===== src/hw/rtl/arpc_pkg.sv =====
// Shared types, sizes and codes for the ARP cache and responder.
// No dependencies; every other file of the block imports this package.
package arpc_pkg;

   localparam int TABLE_ENTRIES = 16;
   localparam int IDX_W = (TABLE_ENTRIES > 1) ? $clog2(TABLE_ENTRIES) : 1;
   localparam int CNT_W = $clog2(TABLE_ENTRIES + 1);

   localparam int IP_W   = 32;
   localparam int MAC_W  = 48;
   localparam int OP_W   = 2;
   localparam int STAT_W = 3;
   localparam int CSR_W  = 48;
   localparam int CSR_IDX_W = 1;

   localparam logic [IP_W-1:0] OWN_IP_RESET = 32'h0F02000A;
   localparam logic [15:0]     ARP_OPER_REQUEST = 16'd1;

   // operation codes
   localparam logic [OP_W-1:0] OP_FRAME  = 2'd0;
   localparam logic [OP_W-1:0] OP_ADD    = 2'd1;
   localparam logic [OP_W-1:0] OP_LOOKUP = 2'd2;

   // result status codes
   localparam logic [STAT_W-1:0] ST_DONE  = 3'd0;
   localparam logic [STAT_W-1:0] ST_REPLY = 3'd1;
   localparam logic [STAT_W-1:0] ST_HIT   = 3'd2;
   localparam logic [STAT_W-1:0] ST_MISS  = 3'd3;
   localparam logic [STAT_W-1:0] ST_FULL  = 3'd4;

   // configuration register indexes
   localparam logic [CSR_IDX_W-1:0] CSR_OWN_IP  = 1'd0;
   localparam logic [CSR_IDX_W-1:0] CSR_OWN_MAC = 1'd1;

   // table write request
   typedef struct packed {
      logic             ip_en;
      logic             mac_en;
      logic [IDX_W-1:0] addr;
      logic [IP_W-1:0]  ip;
      logic [MAC_W-1:0] mac;
   } tbl_wr_type;

   // latched input item
   typedef struct packed {
      logic [OP_W-1:0]  op;
      logic [IP_W-1:0]  sender_ip;
      logic [MAC_W-1:0] sender_mac;
      logic [IP_W-1:0]  target_ip;
      logic [15:0]      arp_oper;
      logic [15:0]      hw_type;
      logic [15:0]      proto_type;
      logic [7:0]       hw_len;
      logic [7:0]       proto_len;
   } item_type;

endpackage


===== src/hw/rtl/arpc_table.sv =====
// Entry storage: IP and MAC arrays, one write port, one registered read port.
// Depends on arpc_pkg.
module arpc_table
   import arpc_pkg::*;
(
   input  logic             clock,
   input  logic [IDX_W-1:0] rd_addr,
   output logic [IP_W-1:0]  rd_ip,
   output logic [MAC_W-1:0] rd_mac,
   input  tbl_wr_type       wr
);

   logic [IP_W-1:0]  ip_mem  [TABLE_ENTRIES];
   logic [MAC_W-1:0] mac_mem [TABLE_ENTRIES];
   logic [IP_W-1:0]  rd_ip_ff;
   logic [MAC_W-1:0] rd_mac_ff;

   always_ff @(posedge clock) begin
      if (wr.ip_en) begin
         ip_mem[wr.addr] <= wr.ip;
      end
      if (wr.mac_en) begin
         mac_mem[wr.addr] <= wr.mac;
      end
      rd_ip_ff  <= ip_mem[rd_addr];
      rd_mac_ff <= mac_mem[rd_addr];
   end

   assign rd_ip  = rd_ip_ff;
   assign rd_mac = rd_mac_ff;

endmodule


===== src/hw/rtl/arp_cache_and_responder_unit.sv =====
// ARP cache and request responder, top level.
// Depends on arpc_pkg and arpc_table.
//
// Usage:
//  - Input transfer: start high while busy is low; the req_ ports carry the item.
//    op 0 is a received ARP frame, op 1 adds an entry, op 2 looks one up.
//  - Exactly one result per item: rsp_strobe is high for one cycle with the
//    rsp_ ports valid. The receiver cannot stall; every strobe is a transfer.
//  - Add and unused op codes answer in the cycle after the transfer and
//    busy never rises, so an item may follow every cycle.
//    Frame and lookup scan the table linearly, one read of the table memory
//    per cycle with the compare in the cycle after that read; the result is
//    registered from the first hit, or from the miss once every entry held is compared.
//    busy is high from the cycle after the transfer to the cycle before the
//    strobe, so the next item may start in the strobe cycle.
//  - The scan stops at the first match, which is the lowest index.
//  - csr_we writes own_ip (index 0); a write to index 1 (own_mac) is ignored.
//    Write only while idle; the block does not enforce this. own_mac belongs
//    to reply assembly outside this block and is not held here.
//  - Reset (synchronous): empty table, own_ip back to 0x0F02000A, idle.
//    Table contents are not cleared; only entries below the count are read.
module arp_cache_and_responder_unit
   import arpc_pkg::*;
(
   input  logic                 clock,
   input  logic                 reset,
   input  logic                 start,
   output logic                 busy,
   input  logic [OP_W-1:0]      req_op,
   input  logic [IP_W-1:0]      req_sender_ip,
   input  logic [MAC_W-1:0]     req_sender_mac,
   input  logic [IP_W-1:0]      req_target_ip,
   input  logic [15:0]          req_arp_oper,
   input  logic [15:0]          req_hw_type,
   input  logic [15:0]          req_proto_type,
   input  logic [7:0]           req_hw_len,
   input  logic [7:0]           req_proto_len,
   output logic                 rsp_strobe,
   output logic [STAT_W-1:0]    rsp_status,
   output logic [MAC_W-1:0]     rsp_mac_out,
   output logic [IP_W-1:0]      rsp_reply_sender_ip,
   output logic [IP_W-1:0]      rsp_reply_target_ip,
   output logic [15:0]          rsp_reply_hw_type,
   output logic [15:0]          rsp_reply_proto_type,
   output logic [7:0]           rsp_reply_hw_len,
   output logic [7:0]           rsp_reply_proto_len,
   input  logic                 csr_we,
   input  logic [CSR_IDX_W-1:0] csr_index,
   input  logic [CSR_W-1:0]     csr_wdata
);

   typedef enum logic {
      S_IDLE,
      S_SEARCH
   } state_type;

   state_type         state_ff, state_in;
   logic [CNT_W-1:0]  count_ff, count_in;   // entries held
   logic [CNT_W-1:0]  scan_ff, scan_in;     // next index to read
   logic              pend_ff, pend_in;     // a read is in flight
   logic [IDX_W-1:0]  pidx_ff, pidx_in;     // index of that read
   logic [IP_W-1:0]   own_ip_ff;
   item_type          item_ff;

   logic              strobe_ff, strobe_in;
   logic [STAT_W-1:0] status_ff, status_in;
   logic [MAC_W-1:0]  mac_ff, mac_in;
   logic [IP_W-1:0]   rsip_ff, rsip_in;
   logic [IP_W-1:0]   rtip_ff, rtip_in;
   logic [15:0]       rhwt_ff, rhwt_in;
   logic [15:0]       rprt_ff, rprt_in;
   logic [7:0]        rhwl_ff, rhwl_in;
   logic [7:0]        rprl_ff, rprl_in;

   logic [IDX_W-1:0]  rd_addr;
   logic [IP_W-1:0]   rd_ip;
   logic [MAC_W-1:0]  rd_mac;
   tbl_wr_type        wr;

   logic              tbl_full;
   logic              hit;
   logic              miss;
   logic              to_me;

   arpc_table u_table (
      .clock   (clock),
      .rd_addr (rd_addr),
      .rd_ip   (rd_ip),
      .rd_mac  (rd_mac),
      .wr      (wr)
   );

   assign tbl_full = (count_ff == CNT_W'(TABLE_ENTRIES));
   // compare runs in the cycle after the read
   assign hit   = pend_ff && (rd_ip == item_ff.sender_ip);
   assign miss  = !hit && (scan_ff == count_ff);
   assign to_me = (item_ff.target_ip == own_ip_ff);

   always_comb begin
      state_in  = state_ff;
      count_in  = count_ff;
      scan_in   = scan_ff;
      pend_in   = 1'b0;
      pidx_in   = pidx_ff;
      strobe_in = 1'b0;
      status_in = ST_DONE;
      mac_in    = '0;
      rsip_in   = '0;
      rtip_in   = '0;
      rhwt_in   = '0;
      rprt_in   = '0;
      rhwl_in   = '0;
      rprl_in   = '0;
      rd_addr   = scan_ff[IDX_W-1:0];
      wr        = '0;
      case (state_ff)
         S_IDLE: begin
            if (start) begin
               case (req_op)
                  OP_FRAME, OP_LOOKUP: begin
                     state_in = S_SEARCH;
                     scan_in  = '0;
                  end
                  OP_ADD: begin
                     // append straight from the ports, no duplicate check
                     strobe_in = 1'b1;
                     if (tbl_full) begin
                        status_in = ST_FULL;
                     end else begin
                        wr.ip_en  = 1'b1;
                        wr.mac_en = 1'b1;
                        wr.addr   = count_ff[IDX_W-1:0];
                        wr.ip     = req_sender_ip;
                        wr.mac    = req_sender_mac;
                        count_in  = count_ff + 1'b1;
                     end
                  end
                  default: begin
                     strobe_in = 1'b1;
                  end
               endcase
            end
         end
         S_SEARCH: begin
            if (scan_ff != count_ff) begin
               pend_in = 1'b1;
               pidx_in = scan_ff[IDX_W-1:0];
               scan_in = scan_ff + 1'b1;
            end
            if (hit || miss) begin
               state_in  = S_IDLE;
               pend_in   = 1'b0;
               strobe_in = 1'b1;
               if (item_ff.op == OP_LOOKUP) begin
                  if (hit) begin
                     status_in = ST_HIT;
                     mac_in    = rd_mac;
                  end else begin
                     status_in = ST_MISS;
                  end
               end else begin
                  if (hit) begin
                     // refresh the MAC of the first matching entry
                     wr.mac_en = 1'b1;
                     wr.addr   = pidx_ff;
                     wr.mac    = item_ff.sender_mac;
                  end
                  if (to_me) begin
                     if (!hit && !tbl_full) begin
                        wr.ip_en  = 1'b1;
                        wr.mac_en = 1'b1;
                        wr.addr   = count_ff[IDX_W-1:0];
                        wr.ip     = item_ff.sender_ip;
                        wr.mac    = item_ff.sender_mac;
                        count_in  = count_ff + 1'b1;
                     end
                     if (item_ff.arp_oper == ARP_OPER_REQUEST) begin
                        // a reply wins over a dropped insert
                        status_in = ST_REPLY;
                        mac_in    = item_ff.sender_mac;
                        rsip_in   = item_ff.target_ip;
                        rtip_in   = item_ff.sender_ip;
                        rhwt_in   = item_ff.hw_type;
                        rprt_in   = item_ff.proto_type;
                        rhwl_in   = item_ff.hw_len;
                        rprl_in   = item_ff.proto_len;
                     end else if (!hit && tbl_full) begin
                        status_in = ST_FULL;
                     end
                  end
               end
            end
         end
         default: begin
            state_in = S_IDLE;
         end
      endcase
   end

   always_ff @(posedge clock) begin
      if (reset) begin
         state_ff  <= S_IDLE;
         count_ff  <= '0;
         scan_ff   <= '0;
         pend_ff   <= 1'b0;
         strobe_ff <= 1'b0;
      end else begin
         state_ff  <= state_in;
         count_ff  <= count_in;
         scan_ff   <= scan_in;
         pend_ff   <= pend_in;
         strobe_ff <= strobe_in;
      end
      pidx_ff   <= pidx_in;
      status_ff <= status_in;
      mac_ff    <= mac_in;
      rsip_ff   <= rsip_in;
      rtip_ff   <= rtip_in;
      rhwt_ff   <= rhwt_in;
      rprt_ff   <= rprt_in;
      rhwl_ff   <= rhwl_in;
      rprl_ff   <= rprl_in;
   end

   // item capture on an input transfer
   always_ff @(posedge clock) begin
      if (state_ff == S_IDLE && start) begin
         item_ff.op         <= req_op;
         item_ff.sender_ip  <= req_sender_ip;
         item_ff.sender_mac <= req_sender_mac;
         item_ff.target_ip  <= req_target_ip;
         item_ff.arp_oper   <= req_arp_oper;
         item_ff.hw_type    <= req_hw_type;
         item_ff.proto_type <= req_proto_type;
         item_ff.hw_len     <= req_hw_len;
         item_ff.proto_len  <= req_proto_len;
      end
   end

   // config: own_ip only; own_mac is consumed by external reply assembly
   always_ff @(posedge clock) begin
      if (reset) begin
         own_ip_ff <= OWN_IP_RESET;
      end else if (csr_we && csr_index == CSR_OWN_IP) begin
         own_ip_ff <= csr_wdata[IP_W-1:0];
      end
   end

   assign busy                 = (state_ff != S_IDLE);
   assign rsp_strobe           = strobe_ff;
   assign rsp_status           = status_ff;
   assign rsp_mac_out          = mac_ff;
   assign rsp_reply_sender_ip  = rsip_ff;
   assign rsp_reply_target_ip  = rtip_ff;
   assign rsp_reply_hw_type    = rhwt_ff;
   assign rsp_reply_proto_type = rprt_ff;
   assign rsp_reply_hw_len     = rhwl_ff;
   assign rsp_reply_proto_len  = rprl_ff;

endmodule


===== config.mk =====
export PLATFORM = sky130hd
export DESIGN_NAME = arp_cache_and_responder_unit
export DESIGN_NICKNAME = d
export VERILOG_FILES = /design/src/hw/rtl/arpc_pkg.sv /design/src/hw/rtl/arpc_table.sv /design/src/hw/rtl/arp_cache_and_responder_unit.sv
export SDC_FILE = /design/constraint.sdc
export NUM_CORES = 2
export LEC_CHECK = 0
export CORE_MARGIN = 4
export CORE_UTILIZATION = 50
export CTS_CLUSTER_DIAMETER = 80
export CTS_CLUSTER_SIZE = 16
export DETAILED_ROUTE_END_ITERATION = 10
export DONT_BUFFER_PORTS = 1
export PLACE_DENSITY_LB_ADDON = 0.12
export SETUP_SLACK_MARGIN = 0.1
export SYNTH_ARGS = -nofsm -noshare
export SYNTH_HDL_FRONTEND = slang
export SYNTH_SLANG_ARGS = --single-unit

===== constraint.sdc =====
create_clock -name clock -period 23.3 [get_ports clock]
set_input_delay 2.33 -clock clock [delete_from_list [all_inputs] [get_ports clock]]
set_output_delay 2.33 -clock clock [all_outputs]
set_load 0.05 [all_outputs]

## After elaboration in Yosys (flattened, before gate mapping)

Memory sizes are Yosys's and may differ from the RTL's. A register that Yosys moved wholly into a read port is not among the register bits.
Index checks and enable logic that the tools add are counted.

| cells by class | value |
|---|---|
| $add $sub $neg | 2 |
| equal/unequal tests | 18 |
| multiplexer cells | 49 |
| bitwise logic cells | 5 |
| reductions and logical operators | 17 |

Operators by type and width:

| cell | number |
|---|---|
| 2-to-1 mux 86 bit | 7 |
| 2-to-1 mux 48 bit | 5 |
| one-hot mux 86 bit (2 select lines) | 1 |
| equality test 32 bit | 2 |
| 2-to-1 mux 5 bit | 11 |
| 2-to-1 mux 3 bit | 8 |
| one-hot mux 5 bit (2 select lines) | 2 |
| equality test 16 x 1 -> 1 bit, second input constant | 1 |
| 2-to-1 mux 1 bit | 12 |
| inequality test 2 x 1 -> 1 bit, second input constant | 6 |
| adder 5 x 1 -> 5 bit, second input constant | 2 |
| AND reduction 7 bit | 1 |
| logical AND 1 bit | 6 |
| inequality test 2 bit, second input constant | 3 |
| one-hot mux 3 bit (2 select lines) | 1 |
| equality test 5 bit | 1 |
| equality test 5 bit, second input constant | 1 |
| inequality test 5 bit | 1 |
| NOT 1 bit | 5 |
| OR reduction 5 bit | 1 |
| equality test 2 bit, second input constant | 2 |
| one-hot mux 1 bit (2 select lines) | 2 |
| AND reduction 2 bit | 2 |
| AND reduction 3 bit | 1 |
| 6 further kinds | 7 |

| storage, ports and cells | value |
|---|---|
| bits in registers | 390 |
| memory bits (writable) | 1280 |
| output and inout bits | 165 |
| memories kept | 2 |

Memories:

| name | depth | bits a word | rd ports | clocked after memory_dff | wr ports | line | text |
|---|---|---|---|---|---|---|---|
| u_table.mac_mem | 16 | 48 | 1 | 1 | 1 | arpc_table.sv:14 | `logic [MAC_W-1:0] mac_mem [TABLE_ENTRIES];` |
| u_table.ip_mem | 16 | 32 | 1 | 1 | 1 | arpc_table.sv:13 | `logic [IP_W-1:0] ip_mem [TABLE_ENTRIES];` |

## Longest topological paths before layout

| logic depth | value |
|---|---|
| depth after elaboration | 11 |
| depth in mapped cells | 10 |
| depth with buffers taken out | 8 |

## Hierarchy

From an unflattened synthesis, not the netlist that was laid out.

| unflattened totals | value |
|---|---|
| cell total of the unflattened synthesis | 3068 |
| area, all modules | 63166.8 um2 |

By module, submodules not included:

| module | instances | cells an instance | area each (um2) |
|---|---|---|---|
| arpc_table | 1 | 2079 | 49537.5 |
| arp_cache_and_responder_unit | 1 | 989 | 13629.3 |

## Least setup slack after synthesis

Ideal clock, no wire load.

| timing path | value |
|---|---|
| kind | input to register |
| start | in start |
| end | mem u_table.mac_mem[1][0], enable pin |
| library setup time | 0.513 ns |
| arrival | 15.108 ns |
| data required time | 22.787 ns |
| setup slack | 7.679 ns |
| cell stages on the path | 7 |
| cell sequence | nor2b_1 > and3b_1 > buf_2 > and2_1 > a21oi_4 > o31a_2 > nor3_1 |

| on the way | value |
|---|---|
| longest elaborated chain between the ends | 4 |

Ends and longest elaborated chain:

| element | line | text |
|---|---|---|
| start: declaration | arp_cache_and_responder_unit.sv:27 | `input logic start,` |
| 2-to-1 mux 86 bit * | arp_cache_and_responder_unit.sv:118 | `if (start) begin` |
| one-hot mux 86 bit (2 select lines) * | arp_cache_and_responder_unit.sv:116 | `case (state_ff)` |
| 2-to-1 mux 1 bit | arpc_table.sv:22 | `if (wr.mac_en) begin` |
| 2-to-1 mux 1 bit (not written as such) | arpc_table.sv:23 | `mac_mem[wr.addr] <= wr.mac;` |
| end: declaration | arpc_table.sv:14 |  |

Mark *: on every way between the ends. The rest lies on a longest branch, timed or not.

## Worst setup path after layout

| timing path | value |
|---|---|
| start | in start |
| end | mem u_table.mac_mem[15][46], enable pin |

The elaborated chain is that of the path after synthesis.

==> impl_metrics.xml <==
<?xml version="1.0" encoding="UTF-8"?>
<metrics>
  <group name="status">
    <metric name="run_status" unit="">finished clean</metric>
  </group>
  <group name="critical_path">
    <metric name="worst-setup-path-type" unit="">input pin to flop</metric>
    <metric name="timing.critical_path.to_type" unit="">flop</metric>
    <metric name="startpoint_type" unit="">input pin</metric>
    <metric name="buffer_and_inverter_count_on_the_worst_path" unit="">2</metric>
    <metric name="timing.critical_path.slowest_stage_cell" unit="">sky130_fd_sc_hd__buf_4</metric>
    <metric name="crit-reg2reg-capture" unit="">u_table.mac_mem[15][46]$_DFFE_PP_</metric>
    <metric name="number_of_cells_on_the_worst_reg_to_reg_path" unit="">8</metric>
    <metric name="cp_top_family" unit="">simple AND/OR/NAND/NOR gates</metric>
    <metric name="crit_path_max_fanout" unit="">145</metric>
    <metric name="cp.required" unit="ns">23.64</metric>
    <metric name="path_common_cell" unit="">sky130_fd_sc_hd__a21oi_4</metric>
    <metric name="worstPathArrival" unit="ns">6.65</metric>
    <metric name="launch_instance_of_the_worst_register_to_register_path" unit="">busy$_SDFF_PP0_</metric>
    <metric name="r2r_setup_slack" unit="ns">17.86</metric>
    <metric name="cp_slowest_stage_delay" unit="ns">0.77</metric>
    <metric name="timing.critical_path.from" unit="">start</metric>
    <metric name="cell_chain_of_the_critical_path" unit="">nor2b_4 &gt; buf_12 &gt; and3b_1 &gt; and2_4 &gt; a21oi_4 &gt; or3_1 &gt; a21oi_4 &gt; buf_4</metric>
  </group>
  <group name="clocking">
    <metric name="ctsHtreeMaxLevel" unit="">3</metric>
    <metric name="numCtsBuffers" unit="">121</metric>
    <metric name="max-clock-path-buffers" unit="">3</metric>
    <metric name="cts_setup_buffers" unit="">0</metric>
    <metric name="cts.reportedPaths.clkPinSlew" unit="ns">0.07</metric>
    <metric name="clk-insertion-delay-late" unit="ns">0.74</metric>
    <metric name="cts_repair_resize_count" unit="">0</metric>
    <metric name="clock_tree_from_tritoncts" unit="">built</metric>
    <metric name="clock-root-buffer" unit="">sky130_fd_sc_hd__clkbuf_16</metric>
    <metric name="cts.sinks" unit="">1750</metric>
    <metric name="cts_hold_buffers" unit="">0</metric>
  </group>
  <group name="sta">
    <metric name="final-hold-violation-count" unit="">0</metric>
    <metric name="maxSlewHeadroom" unit="%">23.9</metric>
    <metric name="final.min_clock_period" unit="ns">6.31</metric>
    <metric name="setup_repair_after_global_routing_missed_its_margin" unit="">false</metric>
    <metric name="maxSlewViolCount" unit="">0</metric>
    <metric name="worst_hold_slack" unit="ns">0.438</metric>
    <metric name="setup_viol" unit="">0</metric>
    <metric name="fin_skew" unit="ns">0.0306</metric>
    <metric name="fin_tns_setup" unit="ns">0</metric>
    <metric name="fmax" unit="MHz">159</metric>
    <metric name="actual_transition_at_the_worst_max_transition_pin" unit="ns">1.14</metric>
    <metric name="timing.final.crit_share" unit="%">27.1</metric>
  </group>
  <group name="synth">
    <metric name="mean_post_synth_cell_area" unit="µm²">21.9</metric>
    <metric name="synth_ff_type" unit="">sky130_fd_sc_hd__edfxtp_1</metric>
    <metric name="async_reset_ff_share" unit="%">0</metric>
    <metric name="synthTopCellsByArea" unit="">sky130_fd_sc_hd__edfxtp_1 69%, sky130_fd_sc_hd__mux4_2 14%, sky130_fd_sc_hd__dfxtp_1 9.1%, sky130_fd_sc_hd__a22o_1 1.8%, sky130_fd_sc_hd__and2_1 1.1%</metric>
    <metric name="yosys.area.top_type" unit="">sky130_fd_sc_hd__edfxtp_1</metric>
    <metric name="synth.top_cell.area_share" unit="%">69.3</metric>
    <metric name="synth_seq_area_share" unit="%">78.4</metric>
    <metric name="synth.ff_latch_count" unit="">1750</metric>
    <metric name="yosysWarningCount" unit="">0</metric>
    <metric name="synthCells" unit="">2896</metric>
    <metric name="syn-num-nets" unit="">3130</metric>
    <metric name="netlist-cell-type-count" unit="">62</metric>
    <metric name="synth.top_cells.by_count" unit="">1462 x sky130_fd_sc_hd__edfxtp_1, 400 x sky130_fd_sc_hd__mux4_2, 288 x sky130_fd_sc_hd__dfxtp_1</metric>
    <metric name="yosysMostFrequentCell" unit="">sky130_fd_sc_hd__edfxtp_1</metric>
    <metric name="area_of_the_mapped_netlist" unit="µm²">63400</metric>
    <metric name="synth_enable_flop_cells" unit="">1462</metric>
  </group>
  <group name="detailed_routing">
    <metric name="vias" unit="">28500</metric>
    <metric name="drc_errors_left" unit="">0</metric>
    <metric name="vias_per_cell" unit="">6.08</metric>
    <metric name="drtAntennaViolNets" unit="">0</metric>
    <metric name="finalWirelength" unit="mm">146</metric>
    <metric name="number_of_detailed_route_iterations_in_the_first_pass" unit="">7</metric>
    <metric name="routedWlPerCell" unit="µm">31.1</metric>
    <metric name="drt_iter0_drcs" unit="">2714</metric>
  </group>
  <group name="final_layout">
    <metric name="area_delta_synth_final" unit="%">9.15</metric>
    <metric name="drive_gt1_share" unit="%">21.4</metric>
    <metric name="finalInstanceArea" unit="µm²">69200</metric>
    <metric name="utilization" unit="%">55.0</metric>
    <metric name="final_nets" unit="">3156</metric>
    <metric name="num-fill-cells" unit="">9428</metric>
  </group>
  <group name="power">
    <metric name="worst_ir_drop_vdd" unit="µV">65.0</metric>
    <metric name="post-layout-total-power" unit="mW">5.55</metric>
    <metric name="leakage" unit="nW">21.6</metric>
    <metric name="p_per_area" unit="nW/µm²">80.2</metric>
  </group>
  <group name="job">
    <metric name="max_cap_viol_count" unit="">0</metric>
  </group>
  <group name="min_path">
    <metric name="hold-path-endpoint" unit="">rsp_reply_proto_len[3]$_SDFF_PP0_</metric>
    <metric name="timing.hold.worst.start" unit="">item_ff[3]$_DFFE_PP_</metric>
    <metric name="holdCritPathClass" unit="">flop to flop</metric>
    <metric name="timing.hold.worst_path_depth" unit="">1</metric>
  </group>
  <group name="floorplanning">
    <metric name="die-height" unit="µm">364</metric>
    <metric name="core_area" unit="µm²">126000</metric>
    <metric name="initial_utilization" unit="%">50.4</metric>
    <metric name="die_area" unit="µm²">133000</metric>
    <metric name="io_pins" unit="">396</metric>
    <metric name="rows" unit="">130</metric>
    <metric name="die_width" unit="µm">364</metric>
  </group>
  <group name="placed_design">
    <metric name="dp_hpwl" unit="mm">75.4</metric>
    <metric name="place.gp.congestion" unit="">0.771</metric>
    <metric name="dpl-instance-area" unit="µm²">65500</metric>
    <metric name="port_buffers" unit="">0</metric>
  </group>
  <group name="global_routing">
    <metric name="grt_util_all_layers" unit="%">21.9</metric>
    <metric name="via_count_of_the_first_global_routing_pass" unit="">29400</metric>
    <metric name="antenna_violations_before_repair" unit="">19</metric>
    <metric name="grt_pass1_wl" unit="mm">209</metric>
    <metric name="grt_max_degree" unit="">160</metric>
    <metric name="global_route.overflow_total" unit="">0</metric>
  </group>
</metrics>
-- cell usage in the layout, fill, tap and decap left out, drive strengths merged, types with 6 or more instances in the layout --
cell type / netlist / routed
or3: 6 / 6
clkbuf: 96 / 221
xor2: 46 / 46
xnor2: 27 / 27
and3b: 6 / 6
edfxtp: 1462 / 1462
a22o: 128 / 128
nor2: 19 / 19
nand3: 15 / 15
dfxtp: 288 / 288
a21oi: 37 / 37
and2: 117 / 117
mux4: 400 / 400
clkinv: 2 / 6
nor4: 21 / 21
buf: 58 / 57
diode: 0 / 15
nand4: 11 / 11
nand2: 81 / 81
nor3: 19 / 19
inv: 4 / 9
o21ai: 9 / 9
-- worst max-delay path by stage --
stage | to | depth (start not counted)
6_report | u_table.mac_mem[15][46]$_DFFE_PP_ | 8
5_1_grt | u_table.mac_mem[6][37]$_DFFE_PP_ | 9
4_1_cts | u_table.mac_mem[15][32]$_DFFE_PP_ | 8
3_5_place_dp | u_table.mac_mem[15][44]$_DFFE_PP_ | 8
3_3_place_gp | u_table.mac_mem[15][40]$_DFFE_PP_ | 8
2_1_floorplan | u_table.mac_mem[1][0]$_DFFE_PP_ | 7
-- cells by family (layout without fill, tap and decap cells) --
kind of cell,after synthesis,count (layout),share of synthesized area [%]
flip-flops,1750,1750,78.4
multiplexers,402,402,14.2
AND/OR/NAND/NOR,318,318,2.88
AO/OA/AOI/OAI,190,190,2.41
buffers and inverters,160,295,1.03
XOR/XNOR,73,73,1.01
adder cells (fa/ha/maj),3,3,0.0592
other,0,15,0
-- layer usage --
metal | track usage (%) | share of wire (%) | vias to the layer above | wire [µm]
met2 | 36.5 | 50 | 976 | 73300
met5 | 0 | 0.027 | - | 39
met3 | 4.49 | 6.9 | 200 | 10000
met1 | 30.1 | 40 | 15400 | 58800
met4 | 5.43 | 2.5 | 6 | 3700
li1 | - | - | 11900 | -
-- worst reg2reg max path: stages, from the launching register on --
cell and delay, ns:
sky130_fd_sc_hd__dfxtp_1 0.61, sky130_fd_sc_hd__nor2b_4 0.28, sky130_fd_sc_hd__buf_12 0.62, sky130_fd_sc_hd__and3b_1 0.55, sky130_fd_sc_hd__and2_4 0.71, sky130_fd_sc_hd__a21oi_4 0.25, sky130_fd_sc_hd__or3_1 0.63, sky130_fd_sc_hd__a21oi_4 0.59
sky130_fd_sc_hd__buf_4 0.78
-- report_power, final --
part           switching (mW)  internal, mW
sequential             0.0187          3.40
combinational          0.0568        0.0296
clock                    1.01          1.03
total                    1.09          4.46
-- state kept, by name, summed over array words and instances (netlist names), 8 cells and up --
name                  cells
item_ff                 178
own_ip_ff                32
rsp_mac_out              48
rsp_reply_hw_len          8
rsp_reply_hw_type        16
rsp_reply_proto_len       8
rsp_reply_proto_type     16
rsp_reply_sender_ip      32
rsp_reply_target_ip      32
u_table.ip_mem          512
u_table.mac_mem         768
u_table.rd_ip            32
u_table.rd_mac           48
-- final cells by class --
| class | count | area, µm² | share of cell area [%] |
|---|---|---|---|
| inverters | 6 | 22.5 | 0.0326 |
| clock buffers | 221 | 3470 | 5.01 |
| diodes | 15 | 37.5 | 0.0543 |
| clock inverters | 11 | 170 | 0.246 |
| multi-input cells | 986 | 13300 | 19.2 |
| flip-flops and latches | 1750 | 49700 | 71.8 |
| well taps | 1650 | 2060 | 2.98 |
| repair buffers | 57 | 465 | 0.673 |
-- through the flow --
stage	cells	worst slack, ns
floorplan	2896	7.68
global placement	4449	16.17
detailed placement	4449	16.17
CTS	4681	16.98
global route	4690	16.74
finish	4696	16.99
No activity file was read; power rests on OpenSTA's default activity.
